==> config.mk <==
export PLATFORM = sky130hd
export DESIGN_NAME = irc_line_tokenizer
export DESIGN_NICKNAME = d
export VERILOG_FILES = /design/src/rtl/core/irclt_pkg.sv /design/src/rtl/core/irclt_front.sv /design/src/rtl/core/irclt_fifo.sv /design/src/rtl/core/irclt_back.sv /design/src/rtl/core/irc_line_tokenizer.sv
export VERILOG_INCLUDE_DIRS = /design/src /design/src/rtl/core
export SDC_FILE = /design/constraint.sdc
export NUM_CORES = 1
export LEC_CHECK = 0
export BUFFER_PORTS_ARGS = -buffer_cell sky130_fd_sc_hd__buf_2
export CAP_MARGIN = 20
export CORE_ASPECT_RATIO = 2
export CORE_UTILIZATION = 40
export CTS_CLUSTER_DIAMETER = 150
export CTS_CLUSTER_SIZE = 25
export DETAILED_ROUTE_END_ITERATION = 8
export PLACE_DENSITY = 0.62
export SETUP_SLACK_MARGIN = 0.1
export SYNTH_ARGS = -nofsm -noshare
export SYNTH_HDL_FRONTEND = slang
export SYNTH_SLANG_ARGS = --single-unit
==> constraint.sdc <==
create_clock -name aclk -period 3 [get_ports aclk]
set_clock_uncertainty 0.1 [all_clocks]
set_input_delay 0.6 -clock aclk [delete_from_list [all_inputs] [get_ports aclk]]
set_output_delay 0.6 -clock aclk [all_outputs]
set_load 0.05 [all_outputs]
==> src/rtl/core/irc_line_tokenizer_macros.svh <==
// Assertion helpers used by the tokenizer top level.
`ifndef IRC_LINE_TOKENIZER_MACROS_SVH
`define IRC_LINE_TOKENIZER_MACROS_SVH

// Same-cycle implication, checked out of reset.
`define IRCLT_ASSERT_NOW(lbl, clk, rstn, ante, cons, msg) \
    lbl: assert property (@(posedge clk) disable iff (!rstn) (ante) |-> (cons)) \
        else $error(msg);

// Next-cycle implication, checked out of reset.
`define IRCLT_ASSERT_NEXT(lbl, clk, rstn, ante, cons, msg) \
    lbl: assert property (@(posedge clk) disable iff (!rstn) (ante) |=> (cons)) \
        else $error(msg);

`endif

==> src/rtl/core/irclt_pkg.sv <==
package irclt_pkg;

    // Parameter defaults.
    localparam int HOLD_DEPTH_DEF = 16;
    localparam int MAX_PARAMS_DEF = 15;

    // Command queue between the front and the back.
    localparam int QDEPTH = 4;
    localparam int QPW    = 2;

    // Port widths.
    localparam int TDATA_W = 16;
    localparam int TUSER_W = 6;
    localparam int PNUM_W  = 4;

    // Characters the parser reacts to.
    localparam logic [7:0] CH_COLON = 8'h3A;
    localparam logic [7:0] CH_SPACE = 8'h20;
    localparam logic [7:0] CH_CR    = 8'h0D;
    localparam logic [7:0] CH_LF    = 8'h0A;

    // Token kinds.
    localparam logic [1:0] KIND_PREFIX   = 2'd0;
    localparam logic [1:0] KIND_CMD      = 2'd1;
    localparam logic [1:0] KIND_MIDDLE   = 2'd2;
    localparam logic [1:0] KIND_TRAILING = 2'd3;

    // One queued command: feed a byte to the parser, close the message, or both.
    typedef struct packed {
        logic [7:0] data;
        logic       feed;
        logic       close;
    } op_t;

endpackage

==> src/rtl/core/irclt_front.sv <==
module irclt_front #(
    parameter int HOLD_DEPTH = irclt_pkg::HOLD_DEPTH_DEF
) (
    input  logic            aclk,
    input  logic            aresetn,
    input  logic            s_tvalid,
    output logic            s_tready,
    input  logic [7:0]      s_tdata,   // in_byte
    input  logic            s_tlast,   // in_last
    input  logic            q_full,
    output logic            q_push,
    output irclt_pkg::op_t  q_op
);
    import irclt_pkg::*;

    localparam int IW = (HOLD_DEPTH > 1) ? $clog2(HOLD_DEPTH) : 1;
    localparam int CW = $clog2(HOLD_DEPTH + 1);

    localparam logic [1:0] ST_IDLE    = 2'd0;
    localparam logic [1:0] ST_RELEASE = 2'd1;
    localparam logic [1:0] ST_FINISH  = 2'd2;

    logic [1:0]    state_reg, state_next;
    logic [CW-1:0] held_cnt_reg, held_cnt_next;
    logic [CW-1:0] rd_idx_reg, rd_idx_next;
    logic          dv_reg, dv_next;
    logic [7:0]    pend_byte_reg, pend_byte_next;
    logic          pend_last_reg, pend_last_next;
    logic          rd_lf_reg;
    logic          held_mem [HOLD_DEPTH];

    logic [7:0] cur_byte;
    logic       cur_last;
    logic       cur_crlf;
    logic       hold_full;
    logic       accept;
    logic       need_rel;
    logic       do_finish;
    logic       rd_en;
    logic       push_rel;
    logic       mem_we;

    assign s_tready  = (state_reg == ST_IDLE) && !q_full;
    assign accept    = s_tvalid && s_tready;
    assign cur_byte  = (state_reg == ST_IDLE) ? s_tdata : pend_byte_reg;
    assign cur_last  = (state_reg == ST_IDLE) ? s_tlast : pend_last_reg;
    assign cur_crlf  = (cur_byte == CH_CR) || (cur_byte == CH_LF);
    assign hold_full = (held_cnt_reg == CW'(HOLD_DEPTH));
    assign need_rel  = cur_crlf ? hold_full : (held_cnt_reg != '0);

    // Sequencer: hold CR/LF bits, release the held run as bytes, then queue the beat.
    always_comb begin
        state_next     = state_reg;
        held_cnt_next  = held_cnt_reg;
        rd_idx_next    = rd_idx_reg;
        dv_next        = dv_reg;
        pend_byte_next = pend_byte_reg;
        pend_last_next = pend_last_reg;
        do_finish      = 1'b0;
        rd_en          = 1'b0;
        push_rel       = 1'b0;
        mem_we         = 1'b0;
        q_push         = 1'b0;
        q_op           = '0;

        unique case (state_reg)
            ST_IDLE: begin
                if (accept) begin
                    if (need_rel) begin
                        pend_byte_next = s_tdata;
                        pend_last_next = s_tlast;
                        rd_idx_next    = '0;
                        dv_next        = 1'b0;
                        state_next     = ST_RELEASE;
                    end else begin
                        do_finish = 1'b1;
                    end
                end
            end
            ST_RELEASE: begin
                // One held bit is read ahead; it goes out as CR or LF when the queue has room.
                push_rel = dv_reg && !q_full;
                rd_en    = (!dv_reg || push_rel) && (rd_idx_reg < held_cnt_reg);
                if (push_rel) begin
                    q_push     = 1'b1;
                    q_op.data  = rd_lf_reg ? CH_LF : CH_CR;
                    q_op.feed  = 1'b1;
                    q_op.close = 1'b0;
                end
                if (rd_en) begin
                    rd_idx_next = rd_idx_reg + CW'(1);
                    dv_next     = 1'b1;
                end else if (push_rel) begin
                    dv_next = 1'b0;
                end
                if (!rd_en && (!dv_reg || push_rel)) begin
                    held_cnt_next = '0;
                    state_next    = ST_FINISH;
                end
            end
            ST_FINISH: begin
                if (!q_full) begin
                    do_finish  = 1'b1;
                    state_next = ST_IDLE;
                end
            end
            default: begin
                state_next = ST_IDLE;
            end
        endcase

        // The beat itself: hold a CR/LF, or queue the byte; close the message on last.
        if (do_finish) begin
            if (cur_crlf) begin
                mem_we        = 1'b1;
                held_cnt_next = held_cnt_reg + CW'(1);
                if (cur_last) begin
                    q_push        = 1'b1;
                    q_op.data     = 8'd0;
                    q_op.feed     = 1'b0;
                    q_op.close    = 1'b1;
                    held_cnt_next = '0;
                end
            end else begin
                q_push        = 1'b1;
                q_op.data     = cur_byte;
                q_op.feed     = 1'b1;
                q_op.close    = cur_last;
                held_cnt_next = '0;
            end
        end
    end

    always_ff @(posedge aclk) begin
        if (!aresetn) begin
            state_reg    <= ST_IDLE;
            held_cnt_reg <= '0;
            rd_idx_reg   <= '0;
            dv_reg       <= 1'b0;
        end else begin
            state_reg    <= state_next;
            held_cnt_reg <= held_cnt_next;
            rd_idx_reg   <= rd_idx_next;
            dv_reg       <= dv_next;
        end
    end

    always_ff @(posedge aclk) begin
        pend_byte_reg <= pend_byte_next;
        pend_last_reg <= pend_last_next;
    end

    // Held-run bit store: 1 for LF, 0 for CR.
    always_ff @(posedge aclk) begin
        if (mem_we) begin
            held_mem[held_cnt_reg[IW-1:0]] <= (cur_byte == CH_LF);
        end
        if (rd_en) begin
            rd_lf_reg <= held_mem[rd_idx_reg[IW-1:0]];
        end
    end

endmodule

==> src/rtl/core/irclt_fifo.sv <==
module irclt_fifo (
    input  logic           aclk,
    input  logic           aresetn,
    input  logic           push,
    input  irclt_pkg::op_t push_op,
    output logic           full,
    output logic           head_valid,
    output irclt_pkg::op_t head_op,
    input  logic           pop
);
    import irclt_pkg::*;

    op_t            slot_reg [QDEPTH];
    logic [QPW-1:0] wr_ptr_reg, wr_ptr_next;
    logic [QPW-1:0] rd_ptr_reg, rd_ptr_next;
    logic [QPW:0]   cnt_reg, cnt_next;
    logic           do_push;
    logic           do_pop;

    assign full       = (cnt_reg == (QPW+1)'(QDEPTH));
    assign head_valid = (cnt_reg != '0);
    assign head_op    = slot_reg[rd_ptr_reg];
    assign do_push    = push && !full;
    assign do_pop     = pop && head_valid;

    // Pointer and fill bookkeeping.
    always_comb begin
        wr_ptr_next = do_push ? wr_ptr_reg + QPW'(1) : wr_ptr_reg;
        rd_ptr_next = do_pop ? rd_ptr_reg + QPW'(1) : rd_ptr_reg;
        cnt_next    = cnt_reg;
        if (do_push && !do_pop) begin
            cnt_next = cnt_reg + (QPW+1)'(1);
        end else if (!do_push && do_pop) begin
            cnt_next = cnt_reg - (QPW+1)'(1);
        end
    end

    always_ff @(posedge aclk) begin
        if (!aresetn) begin
            wr_ptr_reg <= '0;
            rd_ptr_reg <= '0;
            cnt_reg    <= '0;
        end else begin
            wr_ptr_reg <= wr_ptr_next;
            rd_ptr_reg <= rd_ptr_next;
            cnt_reg    <= cnt_next;
        end
    end

    always_ff @(posedge aclk) begin
        if (do_push) begin
            slot_reg[wr_ptr_reg] <= push_op;
        end
    end

endmodule

==> src/rtl/core/irclt_back.sv <==
module irclt_back #(
    parameter int MAX_PARAMS = irclt_pkg::MAX_PARAMS_DEF
) (
    input  logic                           aclk,
    input  logic                           aresetn,
    input  logic                           q_valid,
    input  irclt_pkg::op_t                 q_head,
    output logic                           q_pop,
    output logic                           m_tvalid,
    input  logic                           m_tready,
    output logic [irclt_pkg::TDATA_W-1:0]  m_tdata,
    output logic [irclt_pkg::TUSER_W-1:0]  m_tuser,
    output logic                           m_tlast
);
    import irclt_pkg::*;

    localparam logic [2:0] PH_START     = 3'd0;
    localparam logic [2:0] PH_PREFIX    = 3'd1;
    localparam logic [2:0] PH_GAP_CMD   = 3'd2;
    localparam logic [2:0] PH_CMD       = 3'd3;
    localparam logic [2:0] PH_GAP_PARAM = 3'd4;
    localparam logic [2:0] PH_MIDDLE    = 3'd5;
    localparam logic [2:0] PH_TRAILING  = 3'd6;

    logic [2:0]         phase_reg, phase_next;
    logic [PNUM_W-1:0]  pc_reg, pc_next;
    logic               ovf_reg, ovf_next;
    logic               fresh_reg, fresh_next;
    logic               fed_reg, fed_next;
    logic               vld_reg, vld_next;
    logic [TDATA_W-1:0] data_reg, data_next;
    logic [TUSER_W-1:0] user_reg, user_next;
    logic               last_reg, last_next;

    logic               advance;
    logic               emit;
    logic [1:0]         kind;
    logic               start;
    logic [7:0]         b;
    logic [PNUM_W-1:0]  pnum;

    assign advance  = q_valid && (!vld_reg || m_tready);
    assign b        = q_head.data;
    assign m_tvalid = vld_reg;
    assign m_tdata  = data_reg;
    assign m_tuser  = user_reg;
    assign m_tlast  = last_reg;

    // Token parser for one byte.
    always_comb begin
        phase_next = phase_reg;
        pc_next    = pc_reg;
        ovf_next   = ovf_reg;
        fresh_next = fresh_reg;
        emit       = 1'b0;
        kind       = KIND_PREFIX;
        start      = 1'b0;

        unique case (phase_reg) inside
            PH_START, PH_GAP_CMD: begin
                if (b == CH_SPACE) begin
                    phase_next = PH_GAP_CMD;
                end else if (b == CH_COLON && phase_reg == PH_START) begin
                    phase_next = PH_PREFIX;
                    fresh_next = 1'b1;
                end else begin
                    emit       = 1'b1;
                    kind       = KIND_CMD;
                    start      = 1'b1;
                    phase_next = PH_CMD;
                end
            end
            PH_PREFIX: begin
                fresh_next = 1'b0;
                if (b == CH_SPACE) begin
                    phase_next = PH_GAP_CMD;
                end else begin
                    emit  = 1'b1;
                    kind  = KIND_PREFIX;
                    start = fresh_reg;
                end
            end
            PH_CMD: begin
                if (b == CH_SPACE) begin
                    phase_next = PH_GAP_PARAM;
                end else begin
                    emit = 1'b1;
                    kind = KIND_CMD;
                end
            end
            PH_GAP_PARAM: begin
                if (b != CH_SPACE) begin
                    // A new parameter begins; the count saturates at the bound.
                    if (pc_reg < PNUM_W'(MAX_PARAMS)) begin
                        pc_next = pc_reg + PNUM_W'(1);
                    end else begin
                        ovf_next = 1'b1;
                    end
                    if (b == CH_COLON) begin
                        phase_next = PH_TRAILING;
                        fresh_next = 1'b1;
                    end else begin
                        emit       = 1'b1;
                        kind       = KIND_MIDDLE;
                        start      = 1'b1;
                        phase_next = PH_MIDDLE;
                    end
                end
            end
            PH_MIDDLE: begin
                if (b == CH_SPACE) begin
                    phase_next = PH_GAP_PARAM;
                end else begin
                    emit = 1'b1;
                    kind = KIND_MIDDLE;
                end
            end
            PH_TRAILING: begin
                emit       = 1'b1;
                kind       = KIND_TRAILING;
                start      = fresh_reg;
                fresh_next = 1'b0;
            end
            default: begin
                phase_next = PH_START;
            end
        endcase

        // Parameter bytes carry the index of the newest parameter.
        if (kind == KIND_MIDDLE || kind == KIND_TRAILING) begin
            pnum = (pc_next == '0) ? '0 : pc_next - PNUM_W'(1);
        end else begin
            pnum = '0;
        end
    end

    // Output register and command retirement.
    always_comb begin
        vld_next  = vld_reg && !m_tready;
        data_next = data_reg;
        user_next = user_reg;
        last_next = last_reg;
        fed_next  = fed_reg;
        q_pop     = 1'b0;

        if (advance) begin
            if (q_head.feed && !fed_reg) begin
                vld_next  = emit;
                data_next = TDATA_W'({pnum, b});
                user_next = {1'b0, 1'b0, start, kind, 1'b1};
                last_next = 1'b0;
                if (q_head.close) begin
                    fed_next = 1'b1;
                end else begin
                    q_pop = 1'b1;
                end
            end else begin
                // End marker: parameters seen, unclosed prefix, overflow.
                vld_next  = 1'b1;
                data_next = TDATA_W'({pc_reg, 8'd0});
                user_next = {ovf_reg, (phase_reg == PH_PREFIX), 1'b0, KIND_PREFIX, 1'b0};
                last_next = 1'b1;
                fed_next  = 1'b0;
                q_pop     = 1'b1;
            end
        end
    end

    always_ff @(posedge aclk) begin
        if (!aresetn) begin
            phase_reg <= PH_START;
            pc_reg    <= '0;
            ovf_reg   <= 1'b0;
            fresh_reg <= 1'b0;
            fed_reg   <= 1'b0;
            vld_reg   <= 1'b0;
        end else begin
            vld_reg <= vld_next;
            fed_reg <= fed_next;
            if (advance) begin
                if (q_head.feed && !fed_reg) begin
                    phase_reg <= phase_next;
                    pc_reg    <= pc_next;
                    ovf_reg   <= ovf_next;
                    fresh_reg <= fresh_next;
                end else begin
                    phase_reg <= PH_START;
                    pc_reg    <= '0;
                    ovf_reg   <= 1'b0;
                    fresh_reg <= 1'b0;
                end
            end
        end
    end

    always_ff @(posedge aclk) begin
        data_reg <= data_next;
        user_reg <= user_next;
        last_reg <= last_next;
    end

endmodule

==> src/rtl/core/irc_line_tokenizer.sv <==
// Path: a content byte is registered in the command queue and then in the output register.
// Throughput: one beat per cycle while the queue has room and no held run is released; the back
// end sends a closing content beat as its byte, then its end marker. Releasing a held CR/LF run
// stalls input: one bit read ahead, held bytes queued via the single read port, then the beat.
// Reset: aresetn is synchronous, active low; it empties the queue and output register,
// returns the parser to line start and leaves the hold store uncleared.
module irc_line_tokenizer #(
    parameter int HOLD_DEPTH = irclt_pkg::HOLD_DEPTH_DEF,
    parameter int MAX_PARAMS = irclt_pkg::MAX_PARAMS_DEF
) (
    input  logic                          aclk,
    input  logic                          aresetn,
    input  logic                          s_tvalid,
    output logic                          s_tready,
    input  logic [7:0]                    s_tdata,   // in_byte
    input  logic                          s_tlast,   // in_last
    output logic                          m_tvalid,
    input  logic                          m_tready,
    output logic [irclt_pkg::TDATA_W-1:0] m_tdata,   // out_byte, param_number, zero fill
    output logic [irclt_pkg::TUSER_W-1:0] m_tuser,   // has_byte, token_kind, token_start,
                                                     // malformed, param_overflow
    output logic                          m_tlast    // end_of_message
);
    import irclt_pkg::*;

`include "irc_line_tokenizer_macros.svh"

    logic q_full;
    logic q_push;
    op_t  q_op;
    logic q_valid;
    op_t  q_head;
    logic q_pop;

    // Front: holds CR/LF runs and turns beats into parser commands.
    irclt_front #(
        .HOLD_DEPTH(HOLD_DEPTH)
    ) u_front (
        .aclk    (aclk),
        .aresetn (aresetn),
        .s_tvalid(s_tvalid),
        .s_tready(s_tready),
        .s_tdata (s_tdata),
        .s_tlast (s_tlast),
        .q_full  (q_full),
        .q_push  (q_push),
        .q_op    (q_op)
    );

    // Command queue.
    irclt_fifo u_fifo (
        .aclk      (aclk),
        .aresetn   (aresetn),
        .push      (q_push),
        .push_op   (q_op),
        .full      (q_full),
        .head_valid(q_valid),
        .head_op   (q_head),
        .pop       (q_pop)
    );

    // Back: token parser and output register.
    irclt_back #(
        .MAX_PARAMS(MAX_PARAMS)
    ) u_back (
        .aclk    (aclk),
        .aresetn (aresetn),
        .q_valid (q_valid),
        .q_head  (q_head),
        .q_pop   (q_pop),
        .m_tvalid(m_tvalid),
        .m_tready(m_tready),
        .m_tdata (m_tdata),
        .m_tuser (m_tuser),
        .m_tlast (m_tlast)
    );

    // The front never pushes into a full queue.
    `IRCLT_ASSERT_NOW(a_no_q_overflow, aclk, aresetn, q_push, !q_full, "queue overflow")

    // Content beats carry a byte and never carry end-marker flags.
    `IRCLT_ASSERT_NOW(a_content_flags, aclk, aresetn, m_tvalid && !m_tlast,
        m_tuser[0] && !m_tuser[4] && !m_tuser[5], "content beat with marker flags")

    // Prefix and command bytes carry parameter index zero.
    `IRCLT_ASSERT_NOW(a_prefix_cmd_index, aclk, aresetn,
        m_tvalid && !m_tlast && !m_tuser[2], m_tdata[11:8] == 4'd0,
        "nonzero index on prefix or command byte")

endmodule
==> flow_summary_export.csv <==
group,metric,value,unit
sta,worst_slack,0.230,ns
drt,vias_per_cell,5.36,
worst_setup_path,end_kind,"register",
placed_design,place.gp.congestion,0.937,
grt,antenna_found_initial,0,
floorplan,ioPinCount,38,
placed_design,place_ws,-0.0482,ns
clock_tree,cts.clk_slew.worst_paths,0.06,ns
worst_setup_path,criticalPathCategory,"register to register",
grt,grt_pass1_vias,4145,
synthesis,synthArstFlopShare,0,%
sta,whs,0.289,ns
sta,rsz0062_at_grt,"yes",
worst_setup_path,slowest_delay,0.36,ns
worst_setup_path,critical_path.max_fanout,4,
floorplan,dieArea,14800,sq um
sta,period_share,92.3,%
finish,fin_util,50.3,%
drt,drtAntennaViolNets,0,
finish,fin_nets,577,
sta,max_slew.worst_pin.slew,0.528,ns
drt,firstDrtPassIters,4,
drt,drt_iter0_markers,171,
clock_tree,ctsHoldBuffers,0,
grt,grt_max_degree,29,
sta,finalHoldViolations,0,
run_status,status,"finished, final reports clean",
worst_setup_path,crit_path_frequent_cell,"inv_1",
placed_design,io_buffer_count,33,
synthesis,synthCells,469,
synthesis,synth_xor_area_share,0.768,%
floorplan,coreArea,13900,sq um
clock_tree,cts.sinks,118,
drt,post_drt_wl_per_cell,16.0,microns
worst_setup_path,critPathTopFamily,"adder cells",
floorplan,rows,61,
clock_tree,htree_levels,4,
finish,final_common_cell,"edfxtp_1",
synthesis,synth-main-ff-cell,"edfxtp_1",
placed_design,dp_hpwl,8920,microns
worst_setup_path,critPathArrivalTime,3.01,ns
worst_setup_path,cp.required,3.24,ns
floorplan,initial_core_util,41.1,%
clock_tree,cts_made_buffers,17,
hold_path,hold_class,"primary input to register",
job,cap_violations,0,
drt,post-route-drc-count,0,
synthesis,synth_top_family_by_area,"simple AND/OR/NAND/NOR gates",
drt,wl,12000,microns
clock_tree,cts_tree,"built",
synthesis,synth_area_per_cell,12.2,sq um
drt,vias,4017,
finish,antenna_cells,0,
grt,track_usage,17.8,%
finish,drive_gt1_share,26.2,%
power,power.density,829,nW/um^2
sta,min_period,2.77,ns
synthesis,synth-seq-area-share,56.3,%
worst_setup_path,crit_path_top_delay_cell,"fa_1",
synthesis,synth.yosys.warnings,0,
synthesis,synthAdderAreaFrac,3.64,%
synthesis,ys_ff_latch,118,
sta,slew_violations,0,
synthesis,synth-compound-area-share,12.3,%
finish,area_growth,22.4,%
grt,overflow,0,
worst_setup_path,worstPathCellList,"inv_1 > ha_1 > nor3b_4 > nand2_1 > o22ai_2 > a21oi_4 > o21ai_4 > ha_2 > inv_1 > fa_1 > xor2_1 > or3_1 > a21oi_1",
power,power.leakage,2.63,nW
power,vdd_drop_max,0.436,mV
worst_setup_path,start_kind,"register",
clock_tree,clockBufferDepth,2,
synthesis,yosysUniqueCellTypes,73,
floorplan,die_h,171,microns
sta,maxSlewHeadroom,64.8,%
synthesis,yosys-mux-area-fraction,7.85,%
sta,fmax,0.361,GHz
clock_tree,clk_latency,0.41,ns
sta,setup_viol_count_final,0,
synthesis,synthesis.area,5700,sq um
synthesis,synth_edf_count,85,
synthesis,synthSimpleGateAreaFrac,15.2,%
grt,grt_pass1_wl,19600,microns
worst_setup_path,worst-path-buf-inv,2,
floorplan,fp.dieW,86.4,microns
finish,largest_register_ffs,40,
finish,mostFrequentLayoutCells,"85 x edfxtp_1, 44 x buf_4, 37 x nand2_1",
clock_tree,cts_root_buffer,"clkbuf_16",
## where the power goes
part | switching (mW) | leakage (nW) | total, mW | internal, mW
combinational | 1.15 | 1.28 | 1.70 | 0.557
sequential | 0.123 | 1.08 | 2.19 | 2.07
clock | 0.747 | 0.260 | 1.89 | 1.15
## stage by stage
| stage | cell area (sq um) | setup TNS [ns] | total power [mW] | cells |
|---|---|---|---|---|
| CTS | 6950 | 0 | 5.83 | 749 |
| finish | 6980 | 0 | 5.79 | 750 |
| global placement | 6390 | -0.0538 | 3.90 | 717 |
| global route | 6980 | 0 | 6.05 | 750 |
| detailed placement | 6390 | -0.0482 | 3.93 | 717 |
| floorplan | 5740 | 0 | 3.47 | 472 |
## worst register-to-register path, stage by stage, from the launching register on
cell and delay, ns:
dfxtp_1 0.31, inv_1 0.09, ha_1 0.24, nor3b_4 0.28, nand2_1 0.11, o22ai_2 0.18, a21oi_4 0.06, o21ai_4 0.14
ha_2 0.19, inv_1 0.05, fa_1 0.36, xor2_1 0.16, or3_1 0.30, a21oi_1 0.14
## cells by family (layout without fill, tap and decap cells)
kind of cell | count (synthesis) | count (layout)
AND/OR/NAND/NOR | 158 | 158
flip-flops | 118 | 118
AO/OA/AOI/OAI | 103 | 103
buffers and inverters | 44 | 133
multiplexers | 24 | 24
adder cells (fa/ha/maj) | 16 | 16
XOR/XNOR | 5 | 5
other | 1 | 4
## area by class of cell
cell class              instances  area [sq um]
flip-flops and latches        118          3210
clock buffers                  19           433
repair buffers                 80           556
clock inverters                13           126
fillers                      1284          6910
multi-input cells             310          2340
inverters                      21          78.8
well taps                     189           236
## cell usage after synthesis (all sizes together), types with 2 or more instances
master   instances  area share (%)
edfxtp          85              45
nand2           38             2.5
dfxtp           33              12
and2            32             3.6
a21oi           30             2.8
nor2            26             1.8
o21ai           23             2.0
inv             21             1.4
nand3           17             1.5
ha              15             3.3
mux4            15             6.3
clkbuf          13             1.2
buf             10             1.2
mux2i            8             1.4
nand2b           7            0.77
nor4             7             1.0
a21o             6            0.79
nor2b            5            0.55
nor3b            5            0.66
o22ai            5            0.55
nand4            4            0.44
nor3             4            0.35
o211ai           4            0.53
a2111o           3            0.59
a221oi           3            0.46
a31oi            3            0.33
o2111ai          3            0.46
o31ai            3            0.72
or2              3            0.33
xor2             3            0.46
a211oi           2            0.26
a2bb2oi          2            0.31
a32o             2            0.35
a41oi            2            0.31
and3             2            0.24
and3b            2            0.31
xnor2            2            0.31
## layer usage
metal / track usage [%] / wire [microns]
met1: 15.9 / 4280
met2: 35.2 / 7020
met3: 4.00 / 342
met4: 9.71 / 371
met5: 0 / 0
## final timing paths
| check | start | to | slack, ns | cells past startpoint |
|---|---|---|---|---|
| max | u_front.held_cnt_reg[0]$_SDFFE_PN0P_ | u_fifo.cnt_reg[2]$_SDFFE_PN0P_ | 0.23 | 13 |
| min | s_tlast | u_front.pend_last_reg$_DFFE_PP_ | 0.29 | 1 |
| max reg2reg | u_front.held_cnt_reg[0]$_SDFFE_PN0P_ | u_fifo.cnt_reg[2]$_SDFFE_PN0P_ | 0.23 | 13 |
| min reg2reg | u_front.dv_reg$_SDFFE_PN0P_ | u_front.dv_reg$_SDFFE_PN0P_ | 0.39 | 2 |
## what timing repair did
action	4_1_cts	5_1_grt
hold endpoints to repair	0	0
endpoints found under the setup margin	1	5
buffers inserted	0	1
pin swaps	0	1
resized for setup	1	5
(Power assumes the default switching activity.)
